File: src/rtl/ngh_pkg.sv
// Shared types, constants and arithmetic helpers for the n-gram hash histogram.
package ngh_pkg;

   localparam int MaxBuckets  = 16384;
   localparam int MaxGram     = 6;
   localparam int MaxDocBytes = 1048576;

   localparam int BucketW = 14;
   localparam int CountW  = 23;
   localparam int NbW     = 15;
   localparam int SeenW   = 21;
   localparam int WinW    = 8 * MaxGram;

   localparam logic [CountW-1:0] CountMax     = '1;
   localparam logic [NbW-1:0]    BucketReset  = 15'd10000;
   localparam logic [5:0]        EnableReset  = 6'h3f;
   localparam logic [31:0]       CrcPoly      = 32'hEDB88320;
   localparam logic [SeenW-1:0]  DocLimit     = 21'(MaxDocBytes);

   typedef enum logic [1:0] {
      MODE_CLEAR = 2'd0,
      MODE_PUSH  = 2'd1,
      MODE_READ  = 2'd2,
      MODE_NONE  = 2'd3
   } mode_type;

   typedef enum logic {
      REG_BUCKET_COUNT = 1'b0,
      REG_SIZE_ENABLE  = 1'b1
   } reg_index_type;

   typedef enum logic [2:0] {
      ST_CLEAR,
      ST_IDLE,
      ST_HASH,
      ST_RD,
      ST_WR,
      ST_RSP
   } state_type;

   typedef logic [BucketW-1:0] bucket_type;

   typedef struct packed {
      logic                 start;
      logic [WinW-1:0]      window;
      logic [MaxGram-1:0]   mask;
      logic [NbW-1:0]       nb;
   } hash_cmd_type;

   typedef struct packed {
      logic                 done;
      logic [MaxGram-1:0]   mask;
   } hash_sts_type;

   // One byte of the reflected CRC-32.
   function automatic logic [31:0] crc_byte(input logic [31:0] crc, input logic [7:0] b);
      logic [31:0] c;
      c = crc ^ {24'd0, b};
      for (int i = 0; i < 8; i++) begin
         c = c[0] ? ((c >> 1) ^ CrcPoly) : (c >> 1);
      end
      return c;
   endfunction

   // One restoring remainder step: shift in a dividend bit, subtract if it fits.
   function automatic logic [BucketW-1:0] mod_step(input logic [BucketW-1:0] r,
                                                   input logic bitv,
                                                   input logic [NbW-1:0] nb);
      logic [NbW-1:0] t;
      t = {r, bitv};
      if (t >= nb) begin
         t = t - nb;
      end
      return t[BucketW-1:0];
   endfunction

endpackage

File: src/rtl/ngh_hash_unit.sv
// Six CRC-32 lanes, one per n-gram length, each followed by a bucket remainder.
module ngh_hash_unit (
   input  logic                 clock,
   input  logic                 reset,
   input  ngh_pkg::hash_cmd_type cmd,
   output ngh_pkg::hash_sts_type sts,
   output ngh_pkg::bucket_type   bucket [ngh_pkg::MaxGram]
);

   localparam int G = ngh_pkg::MaxGram;
   localparam logic [3:0] StepLoad = 4'd6;
   localparam logic [3:0] StepLast = 4'd14;

   logic [3:0]                  step_ff, step_in;
   logic                        busy_ff, busy_in;
   logic                        done_ff, done_in;
   logic [ngh_pkg::WinW-1:0]    win_ff;
   logic [G-1:0]                mask_ff;
   logic [ngh_pkg::NbW-1:0]     nb_ff;
   logic [G-1:0]                stop_ff, stop_in;
   logic [31:0]                 crc_ff [G];
   logic [31:0]                 crc_in [G];
   logic [31:0]                 div_ff [G];
   logic [31:0]                 div_in [G];
   ngh_pkg::bucket_type         rem_ff [G];
   ngh_pkg::bucket_type         rem_in [G];

   always_comb begin
      logic [2:0]                  idx;
      logic [7:0]                  b;
      ngh_pkg::bucket_type         r;
      idx     = '0;
      b       = '0;
      r       = '0;
      step_in = step_ff;
      busy_in = busy_ff;
      done_in = 1'b0;
      stop_in = stop_ff;
      for (int k = 0; k < G; k++) begin
         crc_in[k] = crc_ff[k];
         div_in[k] = div_ff[k];
         rem_in[k] = rem_ff[k];
      end
      if (cmd.start) begin
         step_in = '0;
         busy_in = 1'b1;
         stop_in = '0;
         for (int k = 0; k < G; k++) begin
            crc_in[k] = '1;
         end
      end else if (busy_ff) begin
         step_in = step_ff + 4'd1;
         if (step_ff < StepLoad) begin
            // Lane k hashes the bytes from the oldest of its gram toward the newest.
            for (int k = 0; k < G; k++) begin
               idx = 3'(k) - step_ff[2:0];
               b   = win_ff[{idx, 3'b000} +: 8];
               if ({1'b0, step_ff[2:0]} <= 4'(k) && !stop_ff[k]) begin
                  if (b == 8'd0) begin
                     stop_in[k] = 1'b1;
                  end else begin
                     crc_in[k] = ngh_pkg::crc_byte(crc_ff[k], b);
                  end
               end
            end
         end else if (step_ff == StepLoad) begin
            for (int k = 0; k < G; k++) begin
               div_in[k] = ~crc_ff[k];
               rem_in[k] = '0;
            end
         end else begin
            // Four remainder bits per cycle, most significant first.
            for (int k = 0; k < G; k++) begin
               r = rem_ff[k];
               for (int i = 0; i < 4; i++) begin
                  r = ngh_pkg::mod_step(r, div_ff[k][31-i], nb_ff);
               end
               rem_in[k] = r;
               div_in[k] = div_ff[k] << 4;
            end
            if (step_ff == StepLast) begin
               busy_in = 1'b0;
               done_in = 1'b1;
            end
         end
      end
   end

   always_ff @(posedge clock) begin
      if (reset) begin
         step_ff <= '0;
         busy_ff <= 1'b0;
         done_ff <= 1'b0;
      end else begin
         step_ff <= step_in;
         busy_ff <= busy_in;
         done_ff <= done_in;
      end
      stop_ff <= stop_in;
      if (cmd.start) begin
         win_ff  <= cmd.window;
         mask_ff <= cmd.mask;
         nb_ff   <= cmd.nb;
      end
      for (int k = 0; k < G; k++) begin
         crc_ff[k] <= crc_in[k];
         div_ff[k] <= div_in[k];
         rem_ff[k] <= rem_in[k];
      end
   end

   assign sts = '{done: done_ff, mask: mask_ff};

   always_comb begin
      for (int k = 0; k < G; k++) begin
         bucket[k] = rem_ff[k];
      end
   end

endmodule

File: config.mk
export PLATFORM = sky130hd
export DESIGN_NAME = ngh_hash_unit
export DESIGN_NICKNAME = d
export VERILOG_FILES = /design/src/rtl/ngh_pkg.sv /design/src/rtl/ngh_hash_unit.sv
export SDC_FILE = /design/constraint.sdc
export NUM_CORES = 2
export LEC_CHECK = 0
export BUFFER_PORTS_ARGS = -buffer_cell sky130_fd_sc_hd__buf_2
export CORE_MARGIN = 2
export CORE_UTILIZATION = 53
export CTS_BUF_LIST = sky130_fd_sc_hd__clkbuf_8
export DETAILED_ROUTE_END_ITERATION = 8
export MAX_ROUTING_LAYER = met4
export PLACE_DENSITY_LB_ADDON = 0.2
export SKIP_CTS_REPAIR_TIMING = 1
export SYNTH_ARGS = -nofsm -noshare
export SYNTH_HDL_FRONTEND = slang
export SYNTH_SLANG_ARGS = --single-unit
File: constraint.sdc
create_clock -name clock -period 27.8 [get_ports clock]
set_input_delay 1.39 -clock clock [delete_from_list [all_inputs] [get_ports clock]]
set_output_delay 1.39 -clock clock [all_outputs]
set_load 0.02 [all_outputs]
# Word-level counts from Yosys, hierarchy flattened
# Memory sizes are Yosys's and may differ from the RTL's.
# Index checks and enable logic that the tools add are counted.
totals:
  ff_bits: 81
  ram_bits: 468
  elab_cells: 345
  memories: 3
op_classes:
  n_addsub: 31
  magnitude_cmp: 31
  n_eq_ne: 2
  shift: 6
  n_mux: 173
  bitwise: 61
  n_reduce_logical: 26
memory_table:
  columns: ["name", "words", "width", "read_ports", "rd_clocked_by_memory_dff", "write_ports", "line", "source"]
  rows:
  - ["crc_ff", 6, 32, 6, 0, 6, "ngh_hash_unit.sv:21", "logic [31:0] crc_ff [G];"]
  - ["div_ff", 6, 32, 6, 0, 6, "ngh_hash_unit.sv:23", "logic [31:0] div_ff [G];"]
  - ["rem_ff", 6, 14, 6, 0, 6, "ngh_hash_unit.sv:25", "ngh_pkg::bucket_type rem_ff [G];"]
op_table:
  columns: ["cell", "count"]
  rows:
  - ["$mux 32", 60]
  - ["$mux 14", 96]
  - ["$mux 192", 7]
  - ["$not 13->14", 48]
  - ["$ge 15x15->1", 24]
  - ["$mux 84", 4]
  - ["$sub 14x14->14", 24]
  - ["$shiftx 48x7->8", 6]
  - ["$not 32->32", 6]
  - ["$xor 32x8->32", 6]
  - ["$logic_not 8->1", 6]
  - ["$reduce_and 4->1", 6]
  - ["$le 3x1->1 const B", 2]
  - ["$le 3x2->1 const B", 2]
  - ["$le 3x3->1 const B", 2]
  - ["$logic_and 1x1->1", 6]
  - ["$logic_not 1->1", 6]
  - ["$mux 1", 6]
  - ["$sub 1x3->3 const A", 2]
  - ["$sub 2x3->3 const A", 2]
  - ["$sub 3x3->3 const A", 2]
  - ["$reduce_or 5->1", 1]
  - ["$add 4x1->4 const B", 1]
  - ["$eq 4x3->1 const B", 1]
  - ["other kinds (4)", 4]

# Depth between registers and ports, before layout
# An unclocked memory read counts as a cell.
depth:
  depth_word: 25
  depth_mapped: 43
  ltp_nobuf: 39

# Worst setup path after synthesis
# OpenSTA, ideal clock, no wires.
synth_timing:
  path_type: "input-to-reg"
  start: "in cmd[69] (netlist name)"
  end: "mem div_ff[0][0], enable pin"
  setup_time_ps: 1308
  t_arrival_ps: 21981
  required_time_ps: 26492
  path_slack_ps: 4511
  cell_stages: 4
  path_buffers: 3
  cell_sequence: "clkbuf_1 buf_1 buf_1 nor3b_1"
synth_lines:
  columns: ["element", "line", "source"]
  rows:
  - ["start, declared", "ngh_hash_unit.sv:5", "input ngh_pkg::hash_cmd_type cmd,"]
  - ["end, declared", "ngh_hash_unit.sv:23", null]

==> out/qor.yml <==
outcome:
  status: "finished clean"
final_layout:
  final_nets: 5395
  seq_area_mm2: 0.01445
  multi_input_area_mm2: 0.02911
  final_core_util: 0.5824
  n_fill_cell: 7393
  layout-drive-gt1-share: 0.1345
  final_cell_mix: "nand2_1, xnor2_1, ha_1"
  synthToLayoutAreaGrowth_pct: 8.616
  final_common_cell: "nand2_1"
  fin_area_mm2: 0.04874
grt:
  grt_overflow: 0
  grt_pass1_vias: 34400
  grt.total_usage: 0.2815
  grt_pass1_wl_mm: 190.0
  antenna_found_initial: 3
  grt_start_max_net_pins: 172
setup_path:
  critPathKind: "register to register"
  cp_max_fo: 19
  required_ns: 28.24
  crit_arrival_ns: 11.74
  crit_path_end_kind: "register"
  slowest_delay_ns: 0.82
  critical_path.most_common_cell: "ha_1"
  crit_slowest_cell: "a21oi_1"
  start_kind: "register"
floorplanning:
  io_pins: 163
  die_h_um: 295.0
  num_rows: 106
  initial_core_util: 0.5362
  dieArea_mm2: 0.08700
  die_w_um: 295.0
  core_mm2: 0.08369
drt:
  dr.pass1.iters: 6
  post_drt_wl_per_cell_um: 19.66
  via_per_inst: 5.917
  wl_mm: 120.9
  drc_errors: 0
  drtIter0Drc: 2822
  vias: 36380
  drtAntennaViolNets: 0
timing:
  hold_viol: 0
  fin_ws_ns: 16.50
  min_period_over_period: 0.4065
  timing.hold.ws_ns: 0.4835
  fin_skew_ns: 0.05633
  fmax_mhz: 88.49
  final-setup-viol-count: 0
  slew_headroom: 0.2669
  setup_tns_ns: 0
  rsz0062_at_grt: "no"
  period_minus_slack_ns: 11.30
  worstMarginPinSlew_ns: 1.100
  finalMaxSlewViolations: 0
synthesis:
  syn_avg_cell_area_um2: 9.323
  synth_edf_count: 345
  ys_warn_count: 0
  synth_cell_types: 98
  synthFlopType: "edfxtp_1"
  synth_seq_cells: 549
  syn-cell-area_mm2: 0.04487
  synth.yosys.seq_area_share: 0.3219
  syn_inst: 4813
  synth.net_count: 5279
  async_flop_share: 0
clock_tree:
  htree_levels: 3
  cts_root_buf: "clkbuf_8"
  cts_buffer_depth: 3
  path_clk_slew_ns: 0.07
  tritoncts: "done"
  clk_latency_ns: 0.73
  clock-sinks: 549
  cts_buffers: 95
place:
  placed_area_mm2: 0.04669
  dpl_worst_slack_ns: 16.76
  hpwl_mm: 86.96
  gp_congestion: 0.9581
  port_buffers: 162
power_and_ir_drop:
  p_leak_uw: 0.01964
  ir_drop_v: 0.00006364
  power_density_mw_per_mm2: 94.19
min_path:
  worst_hold_path_type: "register to register"
run:
  cap_violations: 0
==> where the power goes <==
part	switching (uW)	internal, uW
Clock	365	416
Combinational	1530	1210
Sequential	78.0	996
==> final timing paths <==
check	depth (start not counted)	endpoint	from	slack, ns
hold reg to reg	2	div_ff[3][10]	div_ff[3][6]	0.48
setup / recovery	36	rem_ff[5][12]	nb_ff[1]	16.50
hold / removal	2	div_ff[3][10]	div_ff[3][6]	0.48
setup reg to reg	36	rem_ff[5][12]	nb_ff[1]	16.50
==> area by class of cell <==
cell class,instances,share of cell area
multi-input cells,3931,0.5973
flip-flops and latches,549,0.2964
clock buffers,110,0.03106
well taps,1134,0.02911
repair buffers,208,0.02416
inverters,144,0.01109
clock inverters,69,0.01068
diodes,3,0.0001540
==> critical path: cells and delay by family (launching register included) <==
family,cells,cell delay (ns)
buf+inv,3,1.00
fa+ha+maj,4,1.34
compound gates,16,4.54
mux,2,0.87
flops,1,0.40
simple gates,11,2.84
==> cell families (layout without fill, tap and decap cells) <==
logic type,count (synthesis),in the layout,share of synthesized area
AO/OA/AOI/OAI,1370,1370,0.1949
AND/OR/NAND/NOR,1272,1272,0.1297
XOR/XNOR,665,665,0.1454
flip-flops,549,549,0.3219
adder cells (fa/ha/maj),394,394,0.1139
buffers and inverters,333,531,0.03039
multiplexers,230,230,0.06377
other,0,3,0
==> flip-flops by register name (all words and copies together), names as in the netlist, 4 cells and up <==
| name | count |
|---|---|
| step_ff | 4 |
| nb_ff | 15 |
| rem_ff | 84 |
| win_ff | 48 |
| crc_ff | 192 |
| div_ff | 192 |
| stop_ff | 6 |
| mask_ff | 6 |
==> metrics by stage <==
step	instances	total power [uW]
after CTS	6145	4583
after detailed placement	5966	3782
after global routing	6148	4931
final	6148	4591
after global placement	5966	3768
after floorplan	4813	3231
==> metal layers <==
layer / vias up / global-route usage / part of all wire
met5: - / - / 0
met4: 0 / 0.08449 / 0.027
met3: 206 / 0.03172 / 0.061
met2: 1123 / 0.4323 / 0.44
met1: 17150 / 0.3912 / 0.47
li1: 17900 / - / -
==> synth_stat cells, types with 14 or more instances <==
library cell	count	area, um2
a211o_1	46	402.9
xor2_2	22	357.8
ha_1	370	4629
inv_1	138	518.0
a21boi_0	16	120.1
nor4_1	19	118.9
a31oi_1	44	275.3
nand2b_1	44	275.3
or3_1	26	162.7
mux2_2	139	1565
a211oi_1	38	285.3
a22oi_1	22	165.2
o21bai_1	29	217.7
o21ai_1	46	230.2
xnor2_1	393	3442
buf_2	22	110.1
mux4_2	30	675.7
a21oi_1	325	1627
clkbuf_1	131	491.7
nand2_1	459	1723
and2_1	21	131.4
and3_1	20	125.1
fa_1	24	480.5
o21a_1	78	585.6
nor2b_1	65	406.6
edfxtp_1	345	10360
o31ai_1	20	150.1
o31a_1	14	122.6
nand4_1	56	350.3
nor2_1	327	1227
nor3_1	123	615.6
mux2i_1	58	580.6
xnor2_2	40	650.6
buf_1	24	90.09
dfxtp_1	204	4084
o211ai_1	83	623.1
o21ai_0	358	1792
xor2_1	197	1725
a21o_1	109	818.3
nand3_1	58	290.3
or2_2	24	150.1
(Power assumes the default switching activity.)
